## config.mk

```make
export PLATFORM = sky130hd
export DESIGN_NAME = bounded_stack_with_search
export DESIGN_NICKNAME = d
export VERILOG_FILES = /design/src/rtl/bsws_pkg.sv /design/src/rtl/bounded_stack_with_search.sv /design/src/rtl/bsws_ram.sv
export VERILOG_INCLUDE_DIRS = /design/src /design/src/rtl
export SDC_FILE = /design/constraint.sdc
export NUM_CORES = 1
export LEC_CHECK = 0
export BUFFER_PORTS_ARGS = -buffer_cell sky130_fd_sc_hd__buf_2
export CAP_MARGIN = 25
export CORE_MARGIN = 1.5
export CORE_UTILIZATION = 25
export DETAILED_ROUTE_END_ITERATION = 10
export HOLD_SLACK_MARGIN = 0.1
export SYNTH_ARGS = -nofsm -noshare
export SYNTH_HDL_FRONTEND = slang
export SYNTH_SLANG_ARGS = --single-unit
```

## constraint.sdc

```tcl
create_clock -name clk -period 5.8 [get_ports clk]
set_clock_uncertainty 0.15 [all_clocks]
set_input_delay 0.29 -clock clk [delete_from_list [all_inputs] [get_ports clk]]
set_output_delay 0.29 -clock clk [all_outputs]
set_load 0.005 [all_outputs]
```

## src/rtl/assert_macros.svh

```systemverilog
// assertion macros used by the top-level rtl file
`ifndef ASSERT_MACROS_SVH
`define ASSERT_MACROS_SVH

`ifndef SYNTHESIS

// property must hold at every clock edge outside reset
`define ASSERT_CLK(label, clk, rst_n, prop, msg) \
    label: assert property (@(posedge clk) disable iff (!rst_n) (prop)) else $error(msg);

// expression must never be true outside reset
`define ASSERT_NEVER(label, clk, rst_n, expr, msg) \
    label: assert property (@(posedge clk) disable iff (!rst_n) !(expr)) else $error(msg);

`else

`define ASSERT_CLK(label, clk, rst_n, prop, msg)

`define ASSERT_NEVER(label, clk, rst_n, expr, msg)

`endif

`endif

```

## src/rtl/bsws_pkg.sv

```systemverilog
// types and constants of the bounded stack with search
`timescale 1ns / 1ps

package bsws_pkg;

    localparam int OP_W     = 3;
    localparam int STATUS_W = 2;
    localparam int WORD_W   = 32;
    localparam int POS_W    = 4;
    localparam int COUNT_W  = 5;
    localparam int CAP_W    = 5;
    localparam int WALK_MAX = 16;

    typedef enum logic [OP_W-1:0] {
        OP_PUSH   = 3'd0,
        OP_POP    = 3'd1,
        OP_CLEAR  = 3'd2,
        OP_SEARCH = 3'd3,
        OP_DUMP   = 3'd4
    } op_t;

    typedef enum logic [STATUS_W-1:0] {
        STS_DONE  = 2'd0,
        STS_EMPTY = 2'd1,
        STS_FULL  = 2'd2
    } status_t;

endpackage

```

## src/rtl/bounded_stack_with_search.sv

```systemverilog
// bounded lifo stack of signed words with search and dump, top level
//
// An item is taken when start is high and busy is low; every result appears for one cycle
// with strobe high and cannot be stalled. Push, clear, unused codes and pop from zero or
// one entry return their single result in the cycle after the item and free the block at
// once, so they run at one item per cycle. Pop from two or more entries goes through the
// pop state, since the new top word is read back from the entry memory. Search and dump
// walk min(count, 16) entries: one read port reads them from the top, one per cycle, and
// each match is held back until the next one so that the final result carries last. An
// empty stack gives one result with status empty in the next cycle.
`timescale 1ns / 1ps
`include "assert_macros.svh"

module bounded_stack_with_search #(
    parameter int DEPTH = 16
) (
    input  logic                                clk,
    input  logic                                rst_n,
    input  logic                                start,
    output logic                                busy,
    input  logic [bsws_pkg::OP_W-1:0]           operation,
    input  logic signed [bsws_pkg::WORD_W-1:0]  value,
    input  logic                                capacity_write,
    input  logic [bsws_pkg::CAP_W-1:0]          capacity,
    output logic                                strobe,
    output logic [bsws_pkg::STATUS_W-1:0]       status,
    output logic                                item_valid,
    output logic [bsws_pkg::POS_W-1:0]          item_position,
    output logic signed [bsws_pkg::WORD_W-1:0]  item_value,
    output logic                                last,
    output logic [bsws_pkg::COUNT_W-1:0]        count,
    output logic                                full_res,
    output logic signed [bsws_pkg::WORD_W-1:0]  top_value
);

    import bsws_pkg::*;

    localparam int AW = (DEPTH > 1) ? $clog2(DEPTH) : 1;
    localparam int CW = $clog2(DEPTH + 1);
    localparam int EW = (CW > COUNT_W) ? CW : COUNT_W;

    typedef enum logic [1:0] {
        S_IDLE,
        S_POP,
        S_WALK,
        S_FLUSH
    } state_t;

    state_t              state_reg, state_next;
    logic [CW-1:0]       count_reg, count_next;
    logic [WORD_W-1:0]   top_reg, top_next;
    logic [CAP_W-1:0]    cap_reg, cap_next;
    logic [WORD_W-1:0]   key_reg, key_next;
    logic                dump_reg, dump_next;
    logic [AW-1:0]       addr_reg, addr_next;
    logic [POS_W-1:0]    iss_pos_reg, iss_pos_next;
    logic                iss_done_reg, iss_done_next;
    logic [POS_W-1:0]    walk_m1_reg, walk_m1_next;
    logic                rd_vld_reg, rd_vld_next;
    logic [POS_W-1:0]    rd_pos_reg, rd_pos_next;
    logic                pend_vld_reg, pend_vld_next;
    logic [POS_W-1:0]    pend_pos_reg, pend_pos_next;
    logic [WORD_W-1:0]   pend_val_reg, pend_val_next;
    logic                strobe_reg, strobe_next;
    logic [STATUS_W-1:0] status_reg, status_next;
    logic                item_valid_reg, item_valid_next;
    logic [POS_W-1:0]    item_pos_reg, item_pos_next;
    logic [WORD_W-1:0]   item_val_reg, item_val_next;
    logic                last_reg, last_next;

    logic                mem_we;
    logic [AW-1:0]       mem_waddr;
    logic [WORD_W-1:0]   mem_wdata;
    logic                mem_re;
    logic [AW-1:0]       mem_raddr;
    logic [WORD_W-1:0]   mem_rdata;

    logic [EW-1:0]       cnt_ext;
    logic [EW-1:0]       cnt_m1;
    logic [EW-1:0]       cnt_m2;
    logic [EW-1:0]       cap_ext;
    logic [EW-1:0]       eff_cap;
    logic                full_now;
    logic                accept;
    logic                match;

    bsws_ram #(
        .WIDTH (WORD_W),
        .DEPTH (DEPTH)
    ) u_entries (
        .clk   (clk),
        .we    (mem_we),
        .waddr (mem_waddr),
        .wdata (mem_wdata),
        .re    (mem_re),
        .raddr (mem_raddr),
        .rdata (mem_rdata)
    );

    assign cnt_ext  = EW'(count_reg);
    assign cnt_m1   = cnt_ext - EW'(1);
    assign cnt_m2   = cnt_ext - EW'(2);
    assign cap_ext  = EW'(cap_reg);
    assign eff_cap  = (cap_ext > EW'(DEPTH)) ? EW'(DEPTH) : cap_ext;
    assign full_now = (cnt_ext >= eff_cap);
    assign busy     = (state_reg != S_IDLE);
    assign accept   = start && !busy;
    assign match    = dump_reg || (mem_rdata == key_reg);

    always_comb
    begin
        state_next      = state_reg;
        count_next      = count_reg;
        top_next        = top_reg;
        cap_next        = capacity_write ? capacity : cap_reg;
        key_next        = key_reg;
        dump_next       = dump_reg;
        addr_next       = addr_reg;
        iss_pos_next    = iss_pos_reg;
        iss_done_next   = iss_done_reg;
        walk_m1_next    = walk_m1_reg;
        rd_vld_next     = 1'b0;
        rd_pos_next     = rd_pos_reg;
        pend_vld_next   = pend_vld_reg;
        pend_pos_next   = pend_pos_reg;
        pend_val_next   = pend_val_reg;
        strobe_next     = 1'b0;
        status_next     = status_reg;
        item_valid_next = item_valid_reg;
        item_pos_next   = item_pos_reg;
        item_val_next   = item_val_reg;
        last_next       = last_reg;
        mem_we          = 1'b0;
        mem_waddr       = count_reg[AW-1:0];
        mem_wdata       = value;
        mem_re          = 1'b0;
        mem_raddr       = addr_reg;

        case (state_reg)
            S_IDLE:
            begin
                if (accept)
                begin
                    // single result by default
                    strobe_next     = 1'b1;
                    last_next       = 1'b1;
                    status_next     = STS_DONE;
                    item_valid_next = 1'b0;
                    item_pos_next   = '0;
                    item_val_next   = '0;
                    case (op_t'(operation))
                        OP_PUSH:
                        begin
                            if (full_now)
                            begin
                                status_next = STS_FULL;
                            end
                            else
                            begin
                                mem_we     = 1'b1;
                                count_next = count_reg + CW'(1);
                                top_next   = value;
                            end
                        end
                        OP_POP:
                        begin
                            if (count_reg == '0)
                            begin
                                status_next = STS_EMPTY;
                            end
                            else
                            begin
                                count_next = count_reg - CW'(1);
                                if (count_reg == CW'(1))
                                begin
                                    top_next = '0;
                                end
                                else
                                begin
                                    // new top comes back from memory next cycle
                                    strobe_next = 1'b0;
                                    mem_re      = 1'b1;
                                    mem_raddr   = cnt_m2[AW-1:0];
                                    state_next  = S_POP;
                                end
                            end
                        end
                        OP_CLEAR:
                        begin
                            if (count_reg == '0)
                            begin
                                status_next = STS_EMPTY;
                            end
                            else
                            begin
                                count_next = '0;
                                top_next   = '0;
                            end
                        end
                        OP_SEARCH, OP_DUMP:
                        begin
                            if (count_reg == '0)
                            begin
                                status_next = STS_EMPTY;
                            end
                            else
                            begin
                                strobe_next   = 1'b0;
                                key_next      = value;
                                dump_next     = (op_t'(operation) == OP_DUMP);
                                addr_next     = cnt_m1[AW-1:0];
                                iss_pos_next  = '0;
                                iss_done_next = 1'b0;
                                walk_m1_next  = (cnt_ext > EW'(WALK_MAX)) ?
                                                POS_W'(WALK_MAX - 1) : cnt_m1[POS_W-1:0];
                                pend_vld_next = 1'b0;
                                state_next    = S_WALK;
                            end
                        end
                        default:
                        begin
                            status_next = STS_DONE;
                        end
                    endcase
                end
            end
            S_POP:
            begin
                top_next        = mem_rdata;
                strobe_next     = 1'b1;
                last_next       = 1'b1;
                status_next     = STS_DONE;
                item_valid_next = 1'b0;
                item_pos_next   = '0;
                item_val_next   = '0;
                state_next      = S_IDLE;
            end
            S_WALK:
            begin
                // issue one read per cycle from the top down
                if (!iss_done_reg)
                begin
                    mem_re        = 1'b1;
                    mem_raddr     = addr_reg;
                    addr_next     = addr_reg - AW'(1);
                    rd_vld_next   = 1'b1;
                    rd_pos_next   = iss_pos_reg;
                    iss_pos_next  = iss_pos_reg + POS_W'(1);
                    iss_done_next = (iss_pos_reg == walk_m1_reg);
                end
                // hold each match back until the next one shows whether it is final
                if (rd_vld_reg)
                begin
                    if (match)
                    begin
                        if (pend_vld_reg)
                        begin
                            strobe_next     = 1'b1;
                            last_next       = 1'b0;
                            status_next     = STS_DONE;
                            item_valid_next = 1'b1;
                            item_pos_next   = pend_pos_reg;
                            item_val_next   = pend_val_reg;
                        end
                        pend_vld_next = 1'b1;
                        pend_pos_next = rd_pos_reg;
                        pend_val_next = mem_rdata;
                    end
                    if (rd_pos_reg == walk_m1_reg)
                    begin
                        state_next = S_FLUSH;
                    end
                end
            end
            S_FLUSH:
            begin
                strobe_next     = 1'b1;
                last_next       = 1'b1;
                status_next     = STS_DONE;
                item_valid_next = pend_vld_reg;
                item_pos_next   = pend_vld_reg ? pend_pos_reg : '0;
                item_val_next   = pend_vld_reg ? pend_val_reg : '0;
                pend_vld_next   = 1'b0;
                state_next      = S_IDLE;
            end
            default:
            begin
                state_next = S_IDLE;
            end
        endcase
    end

    always_ff @(posedge clk or negedge rst_n)
    begin
        if (!rst_n)
        begin
            state_reg      <= S_IDLE;
            count_reg      <= '0;
            top_reg        <= '0;
            cap_reg        <= CAP_W'(16);
            key_reg        <= '0;
            dump_reg       <= 1'b0;
            addr_reg       <= '0;
            iss_pos_reg    <= '0;
            iss_done_reg   <= 1'b1;
            walk_m1_reg    <= '0;
            rd_vld_reg     <= 1'b0;
            rd_pos_reg     <= '0;
            pend_vld_reg   <= 1'b0;
            pend_pos_reg   <= '0;
            pend_val_reg   <= '0;
            strobe_reg     <= 1'b0;
            status_reg     <= STS_DONE;
            item_valid_reg <= 1'b0;
            item_pos_reg   <= '0;
            item_val_reg   <= '0;
            last_reg       <= 1'b0;
        end
        else
        begin
            state_reg      <= state_next;
            count_reg      <= count_next;
            top_reg        <= top_next;
            cap_reg        <= cap_next;
            key_reg        <= key_next;
            dump_reg       <= dump_next;
            addr_reg       <= addr_next;
            iss_pos_reg    <= iss_pos_next;
            iss_done_reg   <= iss_done_next;
            walk_m1_reg    <= walk_m1_next;
            rd_vld_reg     <= rd_vld_next;
            rd_pos_reg     <= rd_pos_next;
            pend_vld_reg   <= pend_vld_next;
            pend_pos_reg   <= pend_pos_next;
            pend_val_reg   <= pend_val_next;
            strobe_reg     <= strobe_next;
            status_reg     <= status_next;
            item_valid_reg <= item_valid_next;
            item_pos_reg   <= item_pos_next;
            item_val_reg   <= item_val_next;
            last_reg       <= last_next;
        end
    end

    assign strobe        = strobe_reg;
    assign status        = status_reg;
    assign item_valid    = item_valid_reg;
    assign item_position = item_pos_reg;
    assign item_value    = item_val_reg;
    assign last          = last_reg;
    assign count         = cnt_ext[COUNT_W-1:0];
    assign full_res      = full_now;
    assign top_value     = top_reg;

    `ASSERT_CLK(a_count_bound, clk, rst_n, count_reg <= CW'(DEPTH), "count above depth")
    `ASSERT_CLK(a_push_result, clk, rst_n,
        accept && operation == OP_PUSH |=> strobe_reg && last_reg,
        "push gave no final result")
    `ASSERT_CLK(a_pop_result, clk, rst_n,
        state_reg == S_POP |=> strobe_reg && last_reg && state_reg == S_IDLE,
        "pop readback gave no final result")
    `ASSERT_CLK(a_flush_result, clk, rst_n,
        state_reg == S_FLUSH |=> strobe_reg && last_reg,
        "walk ended without final result")
    `ASSERT_NEVER(a_pend_idle, clk, rst_n,
        pend_vld_reg && state_reg == S_IDLE,
        "held match left behind in idle")
    `ASSERT_NEVER(a_item_status, clk, rst_n,
        strobe_reg && item_valid_reg && status_reg != STS_DONE,
        "item with error status")

endmodule

```

## src/rtl/bsws_ram.sv

```systemverilog
// generic single-port-write ram with registered read
`timescale 1ns / 1ps

module bsws_ram #(
    parameter int WIDTH = 32,
    parameter int DEPTH = 16,
    localparam int AW = (DEPTH > 1) ? $clog2(DEPTH) : 1
) (
    input  logic             clk,
    input  logic             we,
    input  logic [AW-1:0]    waddr,
    input  logic [WIDTH-1:0] wdata,
    input  logic             re,
    input  logic [AW-1:0]    raddr,
    output logic [WIDTH-1:0] rdata
);

    logic [WIDTH-1:0] mem [DEPTH];
    logic [WIDTH-1:0] rdata_reg;

    always_ff @(posedge clk)
    begin
        if (we)
        begin
            mem[waddr] <= wdata;
        end
        if (re)
        begin
            rdata_reg <= mem[raddr];
        end
    end

    assign rdata = rdata_reg;

endmodule
```

==> results of run 1 <==
power groups by stage:
stage                     Clock [uW]  Sequential, uW  Combinational, uW
after floorplan                    0            6800               3170
after global placement             0            7110               4540
after detailed placement           0            7120               4600
after CTS                       4670            7020               4650
after global routing            4850            7110               4990
final                           4560            7030               4620
synthesized netlist by cell type, drive strengths merged (2+ instances only):
master and instances:
nor2 31, ha 15, a31oi 9, o21ai 53
or3 5, and2 8, clkbuf 60, and3 6
a21o 3, nand4 39, nor4 9, xnor2 29
edfxtp 544, nand2b 5, dfstp 2, dfrtp 171
o31ai 12, nand3 19, nor4b 2, xor2 17
inv 14, buf 52, mux2i 31, a21oi 90
a22oi 99, a31o 4, nand2 227, o21a 2
a2bb2oi 64, mux2 304, nor2b 7, o22ai 2
nor3 12
through the flow:
stage	setup WS (ns)	cell area (sq um)	util, %	power, uW
final	1.23	35100	29.7	16200
after global routing	0.911	35100	29.7	17000
after CTS	1.27	35100	29.7	16300
after detailed placement	1.32	32300	27.4	11700
after global placement	1.43	32300	27.4	11700
after floorplan	0.584	29700	-	9970
worst min-delay path: stages:
cell and delay (ns):
buf_2 0.20, nor2b_1 0.16, a21oi_1 0.14, o21ai_0 0.08
layout make-up:
cell class                 instances  area (sq um)
antenna                            1          2.50
clock buffer                     103          2010
clock inverter                    34           285
fill                           11700         82900
inverter                          14          52.6
multi-input combinational       1120          8600
sequential                       717         20700
tap                             1536          1920
timing repair buffer             220          1530
placed cells by master (no fill, tap or decap), types with 26 or more instances in the layout:
cell and n:
buf_2 122, edfxtp_1 544, clkbuf_1 26, clkbuf_16 76, xnor2_1 29, buf_4 44, dfrtp_1 171, a2bb2oi_1 64
nand4_1 39, dlygate4sd3_1 49, nand2_1 226, mux2_2 247, nor2_1 26, mux2_1 57, o21ai_0 52, mux2i_1 29
a22oi_1 99, a21oi_1 88
worst paths after layout:
path / to
worst max-delay path: u_entries.rdata[11]$_DFFE_PP_
worst min-delay path: count[3]$_DFFE_PN0P_
worst max register to register: u_entries.rdata[11]$_DFFE_PP_
worst min register to register: item_valid$_DFFE_PN0P_
max in group asynchronous: top_value[20]$_DFFE_PN0P_
min in group asynchronous: strobe$_DFF_PN0_
routing by layer:
metal	vias up	GRT usage, %	routed length, microns
met5	-	0	124
met4	18	4.00	1990
met3	135	2.88	6110
met2	651	22.2	39700
met1	8974	18.1	35500
li1	7870	-	-
cell families (layout without fill, tap and decap cells):
kind of cell | after synthesis | count (layout) | synth area share, %
adders and majority gates | 15 | 15 | 0.633
DFF | 717 | 717 | 69.7
buffers and inverters | 126 | 371 | 2.02
muxes | 335 | 335 | 12.6
and+or+nand+nor | 374 | 374 | 5.64
AOI/OAI and AO/OA | 350 | 350 | 8.07
other | 0 | 1 | 0
xor gates and xnor gates | 46 | 46 | 1.36
repair_timing:
| item | in CTS | in global routing |
|---|---|---|
| hold endpoints to repair | 727 | 0 |
| hold buffers | 49 | 0 |
| setup endpoints to repair | 0 | 0 |
==> impl_metrics.csv, run 1 <==
group,metric,value,unit
critical_path,endpoint_kind,"flop",
status,outcome,"completed",
logic_synthesis,synthArstFlopShare,24.1,%
sta,rsz0062_at_grt,"no",
sta,whs,0.171,ns
clocking,insertion_delay,0.62,ns
critical_path,arrival,4.76,ns
floorplanning,die-area,121000,sq um
sta,setup-violations-final,0,
critical_path,critPathKind,"flop to flop",
finish,largest-register,"u_entries.mem",
critical_path,r2r-start,"count[0]$_DFFE_PN0P_",
finish,layout.cells.non_filler,3745,
hold_path,hp-class,"input pin to flop",
sta,hold_violations,0,
global_routing,gr-usage-all-layers,13.6,%
detailed_routing,drt-total-wl,83400,microns
power_and_ir_drop,p_int,10900,uW
power_and_ir_drop,swShare,32.6,%
critical_path,cp.depth,9,
detailed_routing,drc_errors,0,
floorplanning,fp.dieH,347,microns
logic_synthesis,synth_edf_count,544,
power_and_ir_drop,irDropWorstVdd,0.268,mV
critical_path,cpMaxStageDelayCell,"o2111ai_4",
global_routing,grt_max_degree,163,
power_and_ir_drop,switchingPower,5290,uW
placed_design,place_hpwl,50100,microns
critical_path,crit_start,"count[0]$_DFFE_PN0P_",
global_routing,grt_pass1_vias,17400,
job,maxCapViolCount,0,
power_and_ir_drop,power_frac_clock,28.1,%
logic_synthesis,synth_nets,2022,
finish,largest_register_ffs,512,
critical_path,crit_path_start_kind,"flop",
placed_design,dp_cells,3558,
clocking,cts.path.max_buffers,3,
logic_synthesis,syn-mean-instance-area,15.1,sq um
global_routing,grt_antenna_before_repair,13,
floorplanning,placeableCoreArea,118000,sq um
clocking,htreeDepth,3,
hold_path,holdPathStages,4,
sta,fmax,219,MHz
power_and_ir_drop,comb_power_share,28.5,%
critical_path,critPathMaxStageDelay,0.78,ns
clocking,cts_buffers,74,
finish,area_delta_synth_final,18.2,%
clocking,cts_tree,"yes",
detailed_routing,vias_per_cell,4.71,
clocking,post_cts_buffers,0,
power_and_ir_drop,cellPowerDensity,462,nW/um^2
logic_synthesis,synth.top_cell.area_share,55.1,%
logic_synthesis,netlist_instances,1963,
clocking,root_buffer,"clkbuf_16",
logic_synthesis,seq_area_frac_synth,69.7,%
logic_synthesis,synth_area,29700,sq um
sta,finalSetupTns,0,ns
finish,drive_gt1_share,25.5,%
placed_design,port_buffers,123,
placed_design,place.gp.congestion,0.806,
clocking,clkTransAtPathRegs,0.07,ns
critical_path,reg2reg_depth,9,
floorplanning,floorplan.initialDensity,25.1,%
floorplanning,io_pins,124,
detailed_routing,drtIter0Drc,1837,
power_and_ir_drop,power_leakage,0.0124,uW
detailed_routing,antenna_left,0,
finish,final_nets,2206,
logic_synthesis,synth_seq_cells,717,
critical_path,critPathBufInv,2,
global_routing,grt_first_pass_wirelength,122000,microns
hold_path,hp-start,"operation[2]",
detailed_routing,vias,17600,
floorplanning,num_rows,126,
floorplanning,die_x,347,microns
detailed_routing,wl_per_cell,22.3,microns
detailed_routing,firstDrtPassIters,5,
sta,worstMarginPinSlew,1.02,ns
logic_synthesis,synth_area_leaders,"edfxtp_1, dfrtp_1, mux2_2",
clocking,post_cts_resized,0,
logic_synthesis,synth_cell_types,55,
critical_path,path_cells,"inv_1 > ha_1 > nor2_1 > o2111ai_4 > mux2i_4 > buf_12 > mux2_2 > a2bb2oi_1 > nand4_1",
sta,max_slew_margin,32.1,%
logic_synthesis,synthFlopType,"edfxtp_1",
critical_path,required,5.99,ns
critical_path,crit_family,"multiplexers",
power_and_ir_drop,p_seq_share,43.4,%
sta,slew_violations,0,
critical_path,cp_max_fo,72,
sta,fin_crit,4.57,ns
clocking,cts_sinks,717,
global_routing,globalRouteOverflowTotal,0,
critical_path,rrSetupSlack,1.23,ns
logic_synthesis,ys_warn_count,0,
logic_synthesis,yosysTopAreaCell,"edfxtp_1",
sta,post-route-period-util,78.8,%
Note: power is estimated with default switching activity, not from simulation.
==> inputs of run 2 (changes only) <==
==> constraint.sdc (replaced) <==
create_clock -name clk -period 4.2 [get_ports clk]
set_clock_uncertainty 0.15 [all_clocks]
set_input_delay 0.21 -clock clk [delete_from_list [all_inputs] [get_ports clk]]
set_output_delay 0.21 -clock clk [all_outputs]
set_load 0.005 [all_outputs]
==> impl_metrics.csv, run 2 (synthesis gave the netlist of run 1 again) <==
group,metric,value,unit
global_routing,grt_pass1_vias,17200,
finish,drive_gt1_share,26.1,%
global_routing,gr-usage-all-layers,13.2,%
placed_design,place_hpwl,50100,microns
finish,final_area,35400,sq um
floorplanning,io_pins,124,
critical_path,crit_end,"u_entries.mem[9][15]$_DFFE_PP_",
hold_path,hp-class,"input pin to asynchronous set/reset pin",
sta,fin_crit,3.57,ns
clocking,insertion_delay,0.63,ns
critical_path,crit_path_start_kind,"flop",
critical_path,required,4.36,ns
sta,max_slew_margin,41.2,%
finish,final_cell_mix,"edfxtp_1, mux2_2, nand2_1",
clocking,cts_tree,"yes",
detailed_routing,drt-total-wl,81600,microns
detailed_routing,vias_per_cell,4.71,
finish,area_delta_synth_final,19.3,%
critical_path,reg2reg_depth,10,
power_and_ir_drop,cellPowerDensity,635,nW/um^2
detailed_routing,antenna_left,0,
floorplanning,die_x,347,microns
critical_path,cp_max_fo,21,
critical_path,arrival,3.73,ns
detailed_routing,wl_per_cell,21.7,microns
placed_design,place_area,32600,sq um
job,maxCapViolCount,0,
global_routing,top_usage_layer,"met2",
critical_path,critPathKind,"flop to flop",
detailed_routing,vias,17700,
status,outcome,"completed",
global_routing,use_met3,2.72,%
detailed_routing,drc_errors,0,
finish,multiInputGateArea,8590,sq um
critical_path,rrSetupSlack,0.63,ns
finish,register_area,20700,sq um
floorplanning,num_rows,126,
clocking,root_buffer,"clkbuf_16",
sta,slew_violations,0,
clocking,cts_sinks,717,
global_routing,grt_max_degree,109,
sta,fmax,280,MHz
detailed_routing,firstDrtPassIters,5,
clocking,clkTransAtPathRegs,0.06,ns
finish,largest-register,"u_entries.mem",
finish,final_nets,2225,
floorplanning,placeableCoreArea,118000,sq um
clocking,post_cts_resized,0,
placed_design,place.gp.congestion,0.823,
placed_design,dp_cells,3577,
sta,setup-violations-final,0,
clocking,cts.path.max_buffers,3,
detailed_routing,drtIter0Drc,1636,
floorplanning,fp.dieH,347,microns
critical_path,crit_start,"count[0]$_DFFE_PN0P_",
finish,mostFrequentLayoutCell,"edfxtp_1",
power_and_ir_drop,power_leakage,0.0126,uW
global_routing,met1_usage,17.7,%
global_routing,globalRouteOverflowTotal,0,
critical_path,r2r-start,"count[0]$_DFFE_PN0P_",
finish,fill_cells,11700,
clocking,htreeDepth,3,
critical_path,r2r_end,"u_entries.mem[9][15]$_DFFE_PP_",
sta,worstMarginPinSlew,0.883,ns
placed_design,port_buffers,123,
power_and_ir_drop,irDropWorstVdd,0.299,mV
sta,rsz0062_at_grt,"no",
floorplanning,die-area,121000,sq um
floorplanning,floorplan.initialDensity,25.1,%
global_routing,grt_first_pass_wirelength,119000,microns
finish,largest_register_ffs,512,
clocking,cts_buffers,73,
sta,hold_violations,0,
global_routing,grt_antenna_before_repair,13,
sta,post-route-period-util,85.0,%
critical_path,endpoint_kind,"flop",
global_routing,use_met2,21.5,%
finish,layout.cells.non_filler,3761,
[run 2: changes by cell type in the layout (fill, tap and decap cells not counted), sizes merged]
cell / before / now
dlygate4sd3: 49 / 50
clkinv: 25 / 27
clkbuf: 104 / 99
buf: 170 / 189
inv: 18 / 17
[run 2: routing by layer]
metal,vias up,share of wire (%)
met4,20,2.2
met3,125,6.7
met5,-,0.16
met1,9041,44
li1,7920,-
met2,594,46
[run 2: final cells by class]
type | count | share of cell area, %
Sequential cell | 717 | 58.4
Multi-Input combinational cell | 1120 | 24.3
Clock buffer | 98 | 5.55
Tap cell | 1536 | 5.43
Timing Repair Buffer | 240 | 5.31
Clock inverter | 35 | 0.814
Inverter | 14 | 0.149
Antenna cell | 1 | 0.00708
[run 2: worst min-delay path by stage]
stage,to,startpoint,cells past startpoint
global placement,item_position[0]$_DFFE_PN0P_,rst_n,1
finish,item_position[0]$_DFFE_PN0P_,rst_n,2
floorplan,addr_reg[0]$_DFFE_PN0P_,rst_n,0
detailed placement,item_position[0]$_DFFE_PN0P_,rst_n,1
CTS,item_position[0]$_DFFE_PN0P_,rst_n,2
global route,status[1]$_DFFE_PN0P_,rst_n,2
[run 2: critical path, stage by stage, from the launching register on]
cell and delay, ns:
dfrtp_1 0.53, inv_1 0.12, buf_4 0.19, ha_1 0.28, nand2b_1 0.13, a31oi_1 0.21
o21a_1 0.30, nand2_1 0.23, nor3_1 0.27, and2_2 0.55, buf_12 0.26
[run 2: timing repair]
| action | CTS | global route |
|---|---|---|
| hold buffers | 50 | 0 |
| endpoints found under the hold margin | 681 | 0 |
| buffers inserted | 0 | 0 |
[run 2: report_power, final]
group / switching, uW / internal [uW] / total, uW
registers: 942 / 8710 / 9660
logic: 3670 / 2930 / 6600
clock network: 2710 / 3490 / 6200
[run 2: through the flow]
stage | utilization [%] | TNS (ns) | power (uW) | hold WS [ns] | setup slack (ns)
CTS | 30.0 | 0 | 22600 | 0.144 | 0.614
detailed placement | 27.7 | 0 | 16400 | 0.253 | 0.655
global placement | 27.7 | 0 | 16300 | 0.254 | 0.732
finish | 30.0 | 0 | 22500 | 0.123 | 0.629
global route | 30.0 | 0 | 23500 | 0.197 | 0.375
floorplan | - | -68.73 | 13800 | -0.236 | -1.02
==> inputs of run 3 (changes only) <==
--- a/config.mk
+++ b/config.mk
@@ -8,6 +8,7 @@
 export LEC_CHECK = 0
 export BUFFER_PORTS_ARGS = -buffer_cell sky130_fd_sc_hd__buf_2
 export CAP_MARGIN = 25
+export CORE_ASPECT_RATIO = 1.25
 export CORE_MARGIN = 1.5
 export CORE_UTILIZATION = 25
 export DETAILED_ROUTE_END_ITERATION = 10
==> impl_metrics.csv, run 3 (synthesis gave the netlist of run 1 again) <==
group,metric,value,unit
sta,fmax,290,MHz
clocking,clkTransAtPathRegs,0.06,ns
finish,mostFrequentLayoutCell,"edfxtp_1",
finish,final_nets,2228,
finish,drive_gt1_share,26.2,%
floorplanning,num_rows,141,
finish,fill_cells,11800,
critical_path,required,4.39,ns
clocking,htreeDepth,3,
floorplanning,die-area,121000,sq um
global_routing,grt_antenna_before_repair,13,
finish,antennaDiodeCount,0,
placed_design,place_area,32800,sq um
placed_design,place.gp.congestion,0.801,
power_and_ir_drop,irDropWorstVdd,0.333,mV
floorplanning,floorplan.initialDensity,25.2,%
global_routing,grt_first_pass_wirelength,123000,microns
clocking,cts_tree,"yes",
power_and_ir_drop,cellPowerDensity,634,nW/um^2
detailed_routing,firstDrtPassIters,7,
clocking,post_cts_resized,0,
power_and_ir_drop,power_leakage,0.0126,uW
detailed_routing,drc_errors,0,
clocking,cts_sinks,717,
floorplanning,fp.dieH,388,microns
clocking,cts_buffers,66,
sta,max_slew_margin,29.6,%
sta,fin_crit,3.45,ns
clocking,insertion_delay,0.62,ns
hold_path,holdPathStages,3,
critical_path,endpoint_kind,"flop",
finish,largest_register_ffs,512,
sta,post-route-period-util,82.2,%
finish,final_cell_mix,"edfxtp_1, mux2_2, nand2_1",
placed_design,port_buffers,123,
detailed_routing,drt-total-wl,84000,microns
placed_design,place_hpwl,52100,microns
sta,worstMarginPinSlew,1.06,ns
floorplanning,placeableCoreArea,118000,sq um
floorplanning,io_pins,124,
critical_path,cp_max_fo,22,
finish,fin_util,30.1,%
detailed_routing,vias,17800,
global_routing,grt_max_degree,71,
sta,rsz0062_at_grt,"no",
floorplanning,die_x,311,microns
sta,setup-violations-final,0,
global_routing,globalRouteOverflowTotal,0,
finish,final_area,35500,sq um
detailed_routing,antenna_left,0,
global_routing,grt_pass1_vias,17800,
power_and_ir_drop,fin_total_pwr,22500,uW
finish,largest-register,"u_entries.mem",
critical_path,reg2reg_depth,11,
critical_path,arrival,3.64,ns
detailed_routing,wl_per_cell,22.1,microns
status,outcome,"completed",
critical_path,crit_path_start_kind,"flop",
hold_path,hp-class,"input pin to flop",
sta,hold_violations,0,
clocking,post_cts_buffers,0,
finish,area_delta_synth_final,19.8,%
job,maxCapViolCount,0,
critical_path,critPathKind,"flop to flop",
detailed_routing,drtIter0Drc,1569,
global_routing,gr-usage-all-layers,13.7,%
sta,slew_violations,0,
clocking,cts.path.max_buffers,3,
clocking,root_buffer,"clkbuf_16",
detailed_routing,vias_per_cell,4.68,
==> run 3: cell count changes in the layout (fill, tap and decap cells not counted), moves of 2 or more <==
cell / change
o31ai_2: -4
clkbuf_1: -7
bufinv_16: +4
inv_6: +2
buf_4: +6
o31ai_4: +4
clkinv_2: -11
clkinv_8: -2
buf_12: +2
clkinv_1: +3
clkbuf_16: -5
==> run 3: timing repair <==
item	4_1_cts	5_1_grt
hold buffers	52	0
endpoints found under the setup margin	0	0
hold endpoints to repair	700	0
==> run 3: cell type report <==
type / count / area [sq um] / area share, %
Timing Repair Buffer: 250 / 2000 / 5.63
Clock buffer: 88 / 1830 / 5.16
Inverter: 14 / 52.6 / 0.148
Clock inverter: 32 / 369 / 1.04
Sequential cell: 717 / 20700 / 58.2
Tap cell: 1573 / 1970 / 5.54
Multi-Input combinational cell: 1120 / 8630 / 24.3
==> run 3: routing by layer <==
layer  up-vias  routed length (microns)  GRT usage, %  share of wire [%]
met3       127                     4330          2.02                5.2
met1      9165                    34800          17.3                 41
li1       7909                        -             -                  -
met4        24                     2050          4.12                2.4
met2       549                    42600          24.0                 51
met5         -                      153             0               0.18
==> run 3: metrics by stage <==
step / instances / worst slack, ns / TNS, ns / hold WS, ns
global placement: 3621 / 0.803 / 0 / 0.0802
detailed placement: 3621 / 0.786 / 0 / 0.0808
global route: 3794 / 0.592 / 0 / 0.289
CTS: 3793 / 0.778 / 0 / 0.224
floorplan: 1963 / -1.02 / -68.73 / -0.236
finish: 3794 / 0.746 / 0 / 0.276
==> run 3: worst max-delay path, cell delays in order (launching register included) <==
cell       delay [ns]
dfrtp_1          0.37
inv_1            0.05
buf_4            0.16
ha_1             0.30
nor2_1           0.13
o2111ai_4        0.32
buf_4            0.39
nor3_1           0.13
a31oi_4          0.49
buf_4            0.37
a2bb2oi_1        0.20
nand4_1          0.11
==> run 3: path summary, 6_finish.rpt <==
kind,to,slack [ns],start
worst max-delay path,u_entries.rdata[13]$_DFFE_PP_,0.75,count[0]$_DFFE_PN0P_
worst min-delay path,cap_ext[4]$_DFFE_PN1P_,0.28,capacity_write
worst max register to register,u_entries.rdata[13]$_DFFE_PP_,0.75,count[0]$_DFFE_PN0P_
worst min register to register,item_valid$_DFFE_PN0P_,0.33,item_valid$_DFFE_PN0P_
max in group asynchronous,iss_done_reg$_DFFE_PN1P_,2.80,rst_n
min in group asynchronous,cap_ext[3]$_DFFE_PN0P_,0.59,rst_n
==> run 3: power breakdown <==
| group | leakage [uW] | internal, uW | switching (uW) |
|---|---|---|---|
| Clock | 0.00106 | 3530 | 2640 |
| Sequential | 0.00708 | 8710 | 907 |
| Combinational | 0.00445 | 2970 | 3750 |
| Total | 0.0126 | 15200 | 7300 |
